==> config.mk <==
export PLATFORM = sky130hd
export DESIGN_NAME = riff_chunk_scanner
export DESIGN_NICKNAME = d
export VERILOG_FILES = /design/src/sv/rcs_pkg.sv /design/src/sv/riff_chunk_scanner.sv /design/src/sv/rcs_parser.sv /design/src/sv/rcs_res_fifo.sv
export SDC_FILE = /design/constraint.sdc
export NUM_CORES = 1
export LEC_CHECK = 0
export BUFFER_PORTS_ARGS = -buffer_cell sky130_fd_sc_hd__buf_2
export CORE_ASPECT_RATIO = 1.1
export CORE_MARGIN = 1.5
export CORE_UTILIZATION = 57
export CTS_CLUSTER_DIAMETER = 100
export CTS_CLUSTER_SIZE = 20
export DETAILED_ROUTE_END_ITERATION = 12
export GPL_TIMING_DRIVEN = 0
export PLACE_DENSITY = 0.77
export SYNTH_ARGS = -nofsm -noshare
export SYNTH_HDL_FRONTEND = slang
export SYNTH_SLANG_ARGS = --single-unit
export TNS_END_PERCENT = 10
==> constraint.sdc <==
create_clock -name clk_i -period 9.85 [get_ports clk_i]
set_input_delay 0 -clock clk_i [delete_from_list [all_inputs] [get_ports clk_i]]
set_output_delay 0 -clock clk_i [all_outputs]
set_load 0.05 [all_outputs]
==> src/sv/rcs_pkg.sv <==
// ---------------------------------------------------------------------------
// rcs_pkg: shared types for the RIFF chunk scanner
// Item structs, event kinds, chunk label constants and the PCM format code.
// ---------------------------------------------------------------------------
`default_nettype none

package rcs_pkg;

  localparam int unsigned LabelBytes = 4;

  localparam logic [31:0] TagRiff = 32'h5249_4646;
  localparam logic [31:0] TagFmt  = 32'h666D_7420;
  localparam logic [31:0] TagData = 32'h6461_7461;
  localparam logic [15:0] PcmCode = 16'd1;

  typedef enum logic [3:0] {
    EV_FMT      = 4'd0,
    EV_DATA     = 4'd1,
    EV_OTHER    = 4'd2,
    EV_NOT_RIFF = 4'd3,
    EV_ZERO     = 4'd4,
    EV_NO_DATA  = 4'd5,
    EV_NO_FMT   = 4'd6,
    EV_OK_PCM   = 4'd7,
    EV_OK_OTHER = 4'd8
  } event_kind_e;

  typedef struct packed {
    logic [7:0] file_byte;
    logic       end_of_file;
  } in_item_t;

  typedef struct packed {
    event_kind_e event_kind;
    logic [31:0] chunk_offset;
    logic [31:0] chunk_size;
    logic [15:0] format_code;
    logic        last_result;
  } out_item_t;

  typedef struct packed {
    logic [1:0] cnt;
    out_item_t  r0;
    out_item_t  r1;
  } res_push_t;

endpackage

`default_nettype wire

==> src/sv/riff_chunk_scanner.sv <==
// ---------------------------------------------------------------------------
// riff_chunk_scanner: byte-serial RIFF/WAVE chunk scanner
// Feed a WAVE file one byte per input item, end_of_file set on the last byte.
// Input channel: in_valid_i / in_ready_o with in_item_i (file_byte,
// end_of_file). Output channel: out_valid_o / out_ready_i with out_item_o,
// one event per item; last_result marks the final event caused by a byte.
// A byte causes zero, one or two events. Events of a byte are written to the
// queue as the byte is accepted and leave it in order behind earlier ones.
// Throughput: one byte per cycle while the result queue has room for two
// events; the queue depth (OUT_DEPTH, at least 2) sets how long bytes keep
// flowing while the receiver stalls. When fewer than two slots are free,
// in_ready_o drops until the receiver drains events.
// Reset clears the scan state and empties the queue; after the last byte
// of a file the scanner rearms for the next file on its own.
// ---------------------------------------------------------------------------
`default_nettype none

module riff_chunk_scanner #(
  parameter int unsigned OUT_DEPTH = 4
) (
  input  wire logic              clk_i,
  input  wire logic              rst_ni,
  input  wire logic              in_valid_i,
  output logic                   in_ready_o,
  input  wire rcs_pkg::in_item_t in_item_i,
  output logic                   out_valid_o,
  input  wire logic              out_ready_i,
  output rcs_pkg::out_item_t     out_item_o
);
  import rcs_pkg::*;

  logic      acc;
  logic      room;
  res_push_t push;

  assign in_ready_o = room;
  assign acc        = in_valid_i && room;

  rcs_parser u_parser (
    .clk_i  (clk_i),
    .rst_ni (rst_ni),
    .acc_i  (acc),
    .item_i (in_item_i),
    .push_o (push)
  );

  rcs_res_fifo #(
    .DEPTH (OUT_DEPTH)
  ) u_fifo (
    .clk_i       (clk_i),
    .rst_ni      (rst_ni),
    .push_i      (push),
    .room_o      (room),
    .out_valid_o (out_valid_o),
    .out_ready_i (out_ready_i),
    .out_item_o  (out_item_o)
  );

endmodule

`default_nettype wire

==> src/sv/rcs_parser.sv <==
// ---------------------------------------------------------------------------
// rcs_parser: chunk walk state and per-byte result logic
// Holds the scan state, updates it on each accepted item and builds the up
// to two result items that the byte causes.
// ---------------------------------------------------------------------------
`default_nettype none

module rcs_parser (
  input  wire logic              clk_i,
  input  wire logic              rst_ni,
  input  wire logic              acc_i,
  input  wire rcs_pkg::in_item_t item_i,
  output rcs_pkg::res_push_t     push_o
);
  import rcs_pkg::*;

  localparam logic [2:0] PH_RIFF_LABEL = 3'd0;
  localparam logic [2:0] PH_RIFF_REST  = 3'd1;
  localparam logic [2:0] PH_HEADER     = 3'd2;
  localparam logic [2:0] PH_FIRST      = 3'd3;
  localparam logic [2:0] PH_SKIP       = 3'd4;

  logic [31:0] pos_q, pos_d;
  logic [2:0]  phase_q, phase_d;
  logic [31:0] label_q, label_d;
  logic [31:0] size_q, size_d;
  logic [31:0] skip_q, skip_d;
  logic [31:0] hdr_q, hdr_d;
  logic        in_fmt_q, in_fmt_d;
  logic [1:0]  taken_q, taken_d;
  logic [15:0] fmt_q, fmt_d;
  logic        fmt_seen_q, fmt_seen_d;
  logic        data_seen_q, data_seen_d;
  logic        halted_q, halted_d;

  logic [31:0] rel;
  logic [7:0]  b;
  out_item_t   ev;
  res_push_t   push;

  always_comb begin
    pos_d       = pos_q;
    phase_d     = phase_q;
    label_d     = label_q;
    size_d      = size_q;
    skip_d      = skip_q;
    hdr_d       = hdr_q;
    in_fmt_d    = in_fmt_q;
    taken_d     = taken_q;
    fmt_d       = fmt_q;
    fmt_seen_d  = fmt_seen_q;
    data_seen_d = data_seen_q;
    halted_d    = halted_q;
    push        = '0;
    ev          = '0;
    b           = item_i.file_byte;
    rel         = pos_q - hdr_q;

    if (!halted_q) begin
      if (in_fmt_q && taken_q == 2'd1) begin
        fmt_d    = {b, fmt_q[7:0]};
        taken_d  = 2'd2;
        in_fmt_d = 1'b0;
      end
      unique case (phase_q)
        PH_RIFF_LABEL: begin
          label_d = {label_q[23:0], b};
          if (pos_q == 32'(LabelBytes - 1)) begin
            if (label_d != TagRiff) begin
              ev            = '0;
              ev.event_kind = EV_NOT_RIFF;
              push.r0       = ev;
              push.cnt      = 2'd1;
              halted_d      = 1'b1;
            end else begin
              phase_d = PH_RIFF_REST;
            end
          end
        end
        PH_RIFF_REST: begin
          if (pos_q == 32'(3 * LabelBytes - 1)) begin
            phase_d = PH_HEADER;
            hdr_d   = pos_q + 32'd1;
            label_d = '0;
            size_d  = '0;
          end
        end
        PH_HEADER: begin
          if (rel < 32'(LabelBytes)) begin
            label_d = {label_q[23:0], b};
          end else begin
            size_d = {b, size_q[31:8]};
          end
          if (rel >= 32'(LabelBytes + 3)) begin
            phase_d = PH_FIRST;
          end
        end
        PH_FIRST: begin
          ev              = '0;
          ev.event_kind   = EV_OTHER;
          ev.chunk_offset = hdr_q;
          ev.chunk_size   = size_q;
          if (label_q == TagFmt) begin
            ev.event_kind = EV_FMT;
            fmt_seen_d    = 1'b1;
            in_fmt_d      = 1'b1;
            taken_d       = 2'd1;
            fmt_d         = {8'h00, b};
          end else if (label_q == TagData) begin
            ev.event_kind = EV_DATA;
            data_seen_d   = 1'b1;
          end
          push.r0  = ev;
          push.cnt = 2'd1;
          if (size_q == 32'd0) begin
            ev.event_kind = EV_ZERO;
            push.r1       = ev;
            push.cnt      = 2'd2;
            halted_d      = 1'b1;
          end else begin
            skip_d = size_q - 32'd1;
            if (skip_d == 32'd0) begin
              phase_d = PH_HEADER;
              hdr_d   = pos_q + 32'd1;
              label_d = '0;
              size_d  = '0;
            end else begin
              phase_d = PH_SKIP;
            end
          end
        end
        default: begin
          skip_d = skip_q - 32'd1;
          if (skip_d == 32'd0) begin
            phase_d = PH_HEADER;
            hdr_d   = pos_q + 32'd1;
            label_d = '0;
            size_d  = '0;
          end
        end
      endcase
    end
    pos_d = pos_q + 32'd1;

    if (item_i.end_of_file) begin
      if (!halted_d) begin
        ev = '0;
        if (phase_d == PH_RIFF_LABEL) begin
          ev.event_kind = EV_NOT_RIFF;
        end else begin
          ev.format_code = fmt_d;
          if (!data_seen_d) begin
            ev.event_kind = EV_NO_DATA;
          end else if (!fmt_seen_d) begin
            ev.event_kind = EV_NO_FMT;
          end else if (fmt_d == PcmCode) begin
            ev.event_kind = EV_OK_PCM;
          end else begin
            ev.event_kind = EV_OK_OTHER;
          end
        end
        if (push.cnt == 2'd0) begin
          push.r0  = ev;
          push.cnt = 2'd1;
        end else begin
          push.r1  = ev;
          push.cnt = 2'd2;
        end
      end
      pos_d       = '0;
      phase_d     = PH_RIFF_LABEL;
      label_d     = '0;
      size_d      = '0;
      skip_d      = '0;
      hdr_d       = '0;
      in_fmt_d    = 1'b0;
      taken_d     = '0;
      fmt_d       = '0;
      fmt_seen_d  = 1'b0;
      data_seen_d = 1'b0;
      halted_d    = 1'b0;
    end

    if (push.cnt == 2'd1) begin
      push.r0.last_result = 1'b1;
    end else if (push.cnt == 2'd2) begin
      push.r1.last_result = 1'b1;
    end
    if (!acc_i) begin
      push.cnt = 2'd0;
    end
  end

  assign push_o = push;

  always_ff @(posedge clk_i or negedge rst_ni) begin
    if (!rst_ni) begin
      pos_q       <= '0;
      phase_q     <= PH_RIFF_LABEL;
      label_q     <= '0;
      size_q      <= '0;
      skip_q      <= '0;
      hdr_q       <= '0;
      in_fmt_q    <= 1'b0;
      taken_q     <= '0;
      fmt_q       <= '0;
      fmt_seen_q  <= 1'b0;
      data_seen_q <= 1'b0;
      halted_q    <= 1'b0;
    end else if (acc_i) begin
      pos_q       <= pos_d;
      phase_q     <= phase_d;
      label_q     <= label_d;
      size_q      <= size_d;
      skip_q      <= skip_d;
      hdr_q       <= hdr_d;
      in_fmt_q    <= in_fmt_d;
      taken_q     <= taken_d;
      fmt_q       <= fmt_d;
      fmt_seen_q  <= fmt_seen_d;
      data_seen_q <= data_seen_d;
      halted_q    <= halted_d;
    end
  end

endmodule

`default_nettype wire

==> src/sv/rcs_res_fifo.sv <==
// ---------------------------------------------------------------------------
// rcs_res_fifo: result queue
// Takes up to two result items per cycle and hands out one per cycle while the receiver is ready.
// ---------------------------------------------------------------------------
`default_nettype none

module rcs_res_fifo #(
  parameter int unsigned DEPTH = 4
) (
  input  wire logic               clk_i,
  input  wire logic               rst_ni,
  input  wire rcs_pkg::res_push_t push_i,
  output logic                    room_o,
  output logic                    out_valid_o,
  input  wire logic               out_ready_i,
  output rcs_pkg::out_item_t      out_item_o
);
  import rcs_pkg::*;

  localparam int unsigned PtrW = (DEPTH > 1) ? $clog2(DEPTH) : 1;
  localparam int unsigned CntW = $clog2(DEPTH + 1);

  out_item_t         mem_q [DEPTH];
  logic [PtrW-1:0]   wr_ptr_q, wr_ptr_d, wr_ptr_p1, wr_ptr_p2;
  logic [PtrW-1:0]   rd_ptr_q, rd_ptr_d;
  logic [CntW-1:0]   cnt_q, cnt_d;
  logic              pop;

  assign wr_ptr_p1 = (wr_ptr_q == PtrW'(DEPTH - 1)) ? '0 : wr_ptr_q + 1'b1;
  assign wr_ptr_p2 = (wr_ptr_p1 == PtrW'(DEPTH - 1)) ? '0 : wr_ptr_p1 + 1'b1;

  assign out_valid_o = (cnt_q != '0);
  assign out_item_o  = mem_q[rd_ptr_q];
  assign pop         = out_valid_o && out_ready_i;
  assign room_o      = (cnt_q <= CntW'(DEPTH - 2));

  always_comb begin
    wr_ptr_d = wr_ptr_q;
    rd_ptr_d = rd_ptr_q;
    if (push_i.cnt == 2'd1) begin
      wr_ptr_d = wr_ptr_p1;
    end else if (push_i.cnt == 2'd2) begin
      wr_ptr_d = wr_ptr_p2;
    end
    if (pop) begin
      rd_ptr_d = (rd_ptr_q == PtrW'(DEPTH - 1)) ? '0 : rd_ptr_q + 1'b1;
    end
    cnt_d = cnt_q + CntW'(push_i.cnt) - CntW'(pop);
  end

  always_ff @(posedge clk_i) begin
    if (push_i.cnt != 2'd0) begin
      mem_q[wr_ptr_q] <= push_i.r0;
    end
    if (push_i.cnt == 2'd2) begin
      mem_q[wr_ptr_p1] <= push_i.r1;
    end
  end

  always_ff @(posedge clk_i or negedge rst_ni) begin
    if (!rst_ni) begin
      wr_ptr_q <= '0;
      rd_ptr_q <= '0;
      cnt_q    <= '0;
    end else begin
      wr_ptr_q <= wr_ptr_d;
      rd_ptr_q <= rd_ptr_d;
      cnt_q    <= cnt_d;
    end
  end

endmodule

`default_nettype wire

Yosys cells after proc, flatten, opt, wreduce, memory -nomap -nowiden --
Memory sizes are Yosys's and may differ from the RTL's. Index checks and enable logic that the tools add are counted.
Word-level totals: flip-flop bits (word level) 192, bits in writable memories 340, bits of input ports 13, logic and storage cells 172, memories 1
Memory list:
- u_fifo.mem_q | depth 4, bits a word 85, rd ports 1, clocked after memory_dff 0, wr ports 2, RTL line rcs_res_fifo.sv:23 | out_item_t mem_q [DEPTH];
Operators by class: add/sub/neg operators 9, $lt $le $gt $ge 3, eq/ne operators 26, muxes and demuxes 96, reduce and logical (&&, ||, !) cells 22
Operator list (count):
- 32-bit 2-to-1 mux | 20
- 172-bit 2-to-1 mux | 3
- 32-bit case mux with 4 select lines | 2
- 85-bit 2-to-1 mux | 3
- 87-bit case mux with 2 select lines | 1
- 32-bit logical NOT | 3
- 16-bit 2-to-1 mux | 6
- 32-bit case mux with 3 select lines | 1
- 87-bit 2-to-1 mux | 1
- 86-bit 2-to-1 mux | 1
- 84-bit 2-to-1 mux | 1
- 32-bit by 31-bit == test with 1-bit output, second input constant | 2
- 32-bit case mux with 2 select lines | 1
- 32-bit by 1-bit subtractor with 32-bit output, second input constant | 2
- 32-bit by 1-bit adder with 32-bit output, second input constant | 1
- 32-bit by 2-bit == test with 1-bit output, second input constant | 1
- 32-bit by 4-bit == test with 1-bit output, second input constant | 1
- 32-bit by 3-bit greater-or-equal comparator with 1-bit output, second input constant | 1
- 32-bit by 3-bit < comparator with 1-bit output, second input constant | 1
- 32-bit by 31-bit != test with 1-bit output, second input constant | 1
- 32-bit subtractor | 1
- 2-bit 2-to-1 mux | 14
- 3-bit 2-to-1 mux | 9
- 1-bit 2-to-1 mux | 26
- 30 further kinds | 53

Longest topological paths before layout --
depth after elaboration 18, mapped depth 17, depth with buffers taken out 17

Hierarchy --
From an unflattened synthesis, not the netlist that was laid out.
Second synthesis, totals: cell total of the unflattened synthesis 2661, area, all modules 31013.5 um^2
Modules (own cells, without submodules):
- rcs_res_fifo | instances 1, cells an instance 880, area each 16951.3 um^2, sequential area each 10385.0 um^2
- rcs_parser | instances 1, cells an instance 1780, area each 14056.0 um^2, sequential area each 4629.4 um^2
- riff_chunk_scanner | instances 1, cells an instance 1, area each 6.3 um^2, sequential area each 0.0 um^2

Worst setup path after synthesis --
OpenSTA, ideal clock, no wires.
path kind register to register, start register u_parser.size_q[20], end memory u_fifo.mem_q[1][0] in the netlist's numbering (enable), setup time 0.646 ns, arrival 8.858 ns, slack 0.347 ns, stages on the path, launching flop included 10, path buffers 1, path through dfrtp_1 > buf_2 > or4_1 > or4b_1 > nor3_2 > nor4b_1 > a21oi_1 > nand2b_1 > ha_1 > o21ai_0
RTL lines:
- start, declared | RTL line rcs_parser.sv:26 | logic [31:0] size_q, size_d;
- start signal, assigned | RTL line rcs_parser.sv:214 | size_q <= size_d;
- end, declared | RTL line rcs_res_fifo.sv:23

==> impl_metrics.json <==
{
  "cts_tree": "yes",
  "portBuffers": 98,
  "firstDrtPassIters": 6,
  "drv_cap": 0,
  "hold_ws_ns": 0.02185,
  "drc": 0,
  "syn_inst": 2675,
  "power_density_nw_per_um2": 253.7,
  "clk_latency_ns": 0.61,
  "num_antenna_cells": 0,
  "hold_viol": 0,
  "clock-sinks": 532,
  "place_inst": 3438,
  "cpPeakStageDelay_ns": 0.88,
  "peakVddDrop_mv": 0.2201,
  "cts_buffers": 30,
  "holdBufCountCts": 11,
  "power_frac_clock_pct": 16.4,
  "p_sw_share_pct": 43.47,
  "syn_to_final_growth_pct": 9.118,
  "grt_antenna_before_repair": 2,
  "clk_path_buf_depth": 3,
  "startpoint_type": "flop",
  "crit_top_cell": "nor2_1",
  "die_w_um": 216.3,
  "grt_max_degree": 109,
  "rows": 85,
  "grt_overflow": 0,
  "crit_path_top_delay_cell": "nor4b_1",
  "die_h_um": 237.6,
  "finalSetupViolCount": 0,
  "path_delay_family": "simple AND/OR/NAND/NOR gates",
  "post_cts.repair.setup_buffers": 0,
  "ys.flop_type": "edfxtp_1",
  "ctsResizeCount": 0,
  "clkTransAtPathRegs_ns": 0.09,
  "fin_crit_sh_pct": 64.73,
  "hp-class": "input pin to asynchronous set/reset pin",
  "layout.nets": 2895,
  "syn_nets": 2740,
  "io_pins": 100,
  "combPwrFrac_pct": 47.6,
  "worst_slew_pin_slew_ns": 1.205,
  "fmax_mhz": 156.8,
  "r2r_slack_ns": 3.47,
  "yosysUniqueCellTypes": 87,
  "fin_crit_ns": 6.376,
  "wl_per_cell_um": 22.76,
  "crit_fanout": 10,
  "fin_skew_ns": 0.01810,
  "core_um2": 49130,
  "stdcell_count": 3501,
  "layout_commonest_cell": "nor2_1",
  "drive_above_1_share_pct": 11.34,
  "gp_congestion": 0.9670,
  "p_int_mw": 4.462,
  "final_cell_mix": "nor2_1 (390), edfxtp_1 (340), nand2_1 (294), dfrtp_1 (192), o21ai_0 (157)",
  "hpwlAfterDp_mm": 58.14,
  "antenna_left": 0,
  "synth_seq_area_share_pct": 52.65,
  "crit_chain": "buf_2 -> or4_1 -> or4b_1 -> nor3_2 -> nor4b_1 -> nor3_1 -> o21ai_0 -> or2_2 -> ha_1 -> nand2_1 -> nor2_1 -> clkbuf_1 -> nor2_1",
  "status": "finished, final reports clean",
  "drtIter0Drc": 2747,
  "dieArea_um2": 51380,
  "ctsHtreeMaxLevel": 1,
  "grt_pass1_wl_mm": 123.2,
  "total_leakage_power_nw": 11.75,
  "p_seq_share_pct": 35.9,
  "async_flop_share_pct": 36.09,
  "synth-edff-count": 340,
  "synthesis.area_um2": 28510,
  "path_buf_inv": 2,
  "cp_data_arrival_time_ns": 6.71,
  "clockRootBuffer": "clkbuf_16",
  "post_drt_via_cell_ratio": 6.372,
  "grt_pass1_vias": 21492,
  "num_vias": 22310,
  "setup.worst_path.class": "flop to flop",
  "utilization_pct": 63.33,
  "required_ns": 10.18,
  "cp-end-kind": "flop",
  "gr-usage-all-layers_pct": 30.76,
  "nFillCells": 3823,
  "syn_avg_cell_area_um2": 10.66,
  "ys_seq_elements": 532,
  "rsz0062_at_grt": "false",
  "maxSlewViolCount": 0,
  "synth_warnings": 0,
  "routed_wl_mm": 79.69,
  "switchingPower_mw": 3.431,
  "initial_utilization_pct": 58.03,
  "max_slew_margin_pct": 17.61
}
-- area by class of cell --
cell class                      instances  area [µm²]  share of cell area [%]
Clock buffer                           50       847.1                   2.722
Timing Repair Buffer                  123       883.3                   2.839
Sequential cell                       532       15010                   48.25
Tap cell                              652       815.8                   2.622
Buffer                                178       740.7                   2.381
Inverter                              105       394.1                   1.267
Multi-Input combinational cell       1860       12410                   39.89
Clock inverter                          1       8.758                 0.02815
-- Yosys cell counts (all sizes together) (5+ instances only) --
| master | instances | share of area (%) |
|---|---|---|
| and2 | 11 | 0.24 |
| and4 | 5 | 0.16 |
| or3 | 19 | 0.42 |
| xnor2 | 46 | 1.4 |
| a21oi | 99 | 1.7 |
| nand2b | 11 | 0.24 |
| nand3 | 49 | 0.90 |
| mux4 | 85 | 6.7 |
| o21ai | 168 | 3.0 |
| a22o | 8 | 0.25 |
| o31ai | 38 | 1.0 |
| o21a | 12 | 0.32 |
| nor3b | 7 | 0.22 |
| nor2 | 390 | 5.1 |
| a21boi | 9 | 0.26 |
| buf | 43 | 0.82 |
| nand2 | 294 | 3.9 |
| or4 | 11 | 0.30 |
| nand3b | 5 | 0.13 |
| mux2i | 63 | 2.2 |
| inv | 103 | 1.4 |
| a211oi | 9 | 0.24 |
| or2 | 10 | 0.22 |
| o211ai | 6 | 0.21 |
| nor3 | 136 | 2.5 |
| mux2 | 33 | 1.6 |
| a31oi | 15 | 0.33 |
| edfxtp | 340 | 36 |
| nand4 | 30 | 0.71 |
| nor4b | 6 | 0.18 |
| a22oi | 17 | 0.45 |
| ha | 50 | 2.2 |
| and3 | 36 | 0.79 |
| dfrtp | 192 | 17 |
| o2111ai | 5 | 0.18 |
| o22ai | 21 | 0.48 |
| nor2b | 6 | 0.13 |
| nor4bb | 7 | 0.25 |
| clkbuf | 135 | 1.8 |
| nor4 | 38 | 1.0 |
| a21o | 22 | 0.58 |
| xor2 | 38 | 1.2 |
-- state kept, by name (all words and copies together), names as in the netlist --
| register | count |
|---|---|
| u_parser.fmt_q | 16 |
| u_fifo.wr_ptr_q | 2 |
| u_fifo.mem_q | 340 |
| u_parser.taken_q | 2 |
| u_parser.fmt_seen_q | 1 |
| u_fifo.cnt_q | 3 |
| u_fifo.rd_ptr_q | 2 |
| u_parser.halted_q | 1 |
| u_parser.data_seen_q | 1 |
| u_parser.pos_q | 32 |
| u_parser.skip_q | 32 |
| u_parser.size_q | 32 |
| u_parser.in_fmt_q | 1 |
| u_parser.label_q | 32 |
| u_parser.hdr_q | 32 |
| u_parser.phase_q | 3 |
-- power by group through the flow --
stage	clock [mW]	sequential (mW)	combinational, mW
2_1_floorplan	0	2.82	2.81
3_3_place_gp	0	2.91	3.63
3_5_place_dp	0	2.87	3.71
4_1_cts	1.30	2.83	3.73
5_1_grt	1.37	2.86	4.04
6_report	1.30	2.83	3.76
-- stage by stage --
step | total power [mW] | TNS [ns] | instance area [µm²] | setup WS (ns)
6_report | 7.893 | 0 | 31110 | 3.474
5_1_grt | 8.268 | 0 | 31110 | 3.240
4_1_cts | 7.853 | 0 | 31110 | 3.664
3_5_place_dp | 6.579 | 0 | 30140 | 3.655
3_3_place_gp | 6.531 | -1704.89 | 29820 | -5.088
2_1_floorplan | 5.633 | 0 | 28510 | 0.3466
-- per-layer routing --
layer	wire [µm]	global-route usage, %
met3	7029	4.555
met4	2381	8.859
met5	0	0
met2	37880	49.99
met1	32400	43.28
-- cells by family after synthesis --
group                      count (synthesis)  synth area share [%]
buffers and inverters                    283                 3.980
and+or+nand+nor                         1081                 17.72
adders and majority gates                 52                 2.334
AOI/OAI and AO/OA                        462                 10.21
xor gates and xnor gates                  84                 2.580
muxes                                    181                 10.52
DFF                                      532                 52.65
-- worst reg2reg max path, cell delays in order (launching register included) --
cell,delay [ns]
dfrtp_1,0.36
buf_2,0.21
or4_1,0.61
or4b_1,0.57
nor3_2,0.35
nor4b_1,0.88
nor3_1,0.09
o21ai_0,0.63
or2_2,0.29
ha_1,0.31
nand2_1,0.30
nor2_1,0.84
clkbuf_1,0.54
nor2_1,0.12
-- worst paths after layout --
check | cells past startpoint | from | end
setup / recovery | 13 | u_parser.size_q[20] | u_fifo.mem_q[3][41]
hold reg to reg | 1 | u_fifo.cnt_q[2] | u_fifo.cnt_q[2]
min in group clk_i | 5 | in_valid_i | u_parser.fmt_q[0]
hold / removal | 2 | rst_ni | u_parser.pos_q[9]
setup reg to reg | 13 | u_parser.size_q[20] | u_fifo.mem_q[3][41]
max in group asynchronous | 3 | rst_ni | u_parser.size_q[12]
Power figures use the tool's default switching activity.
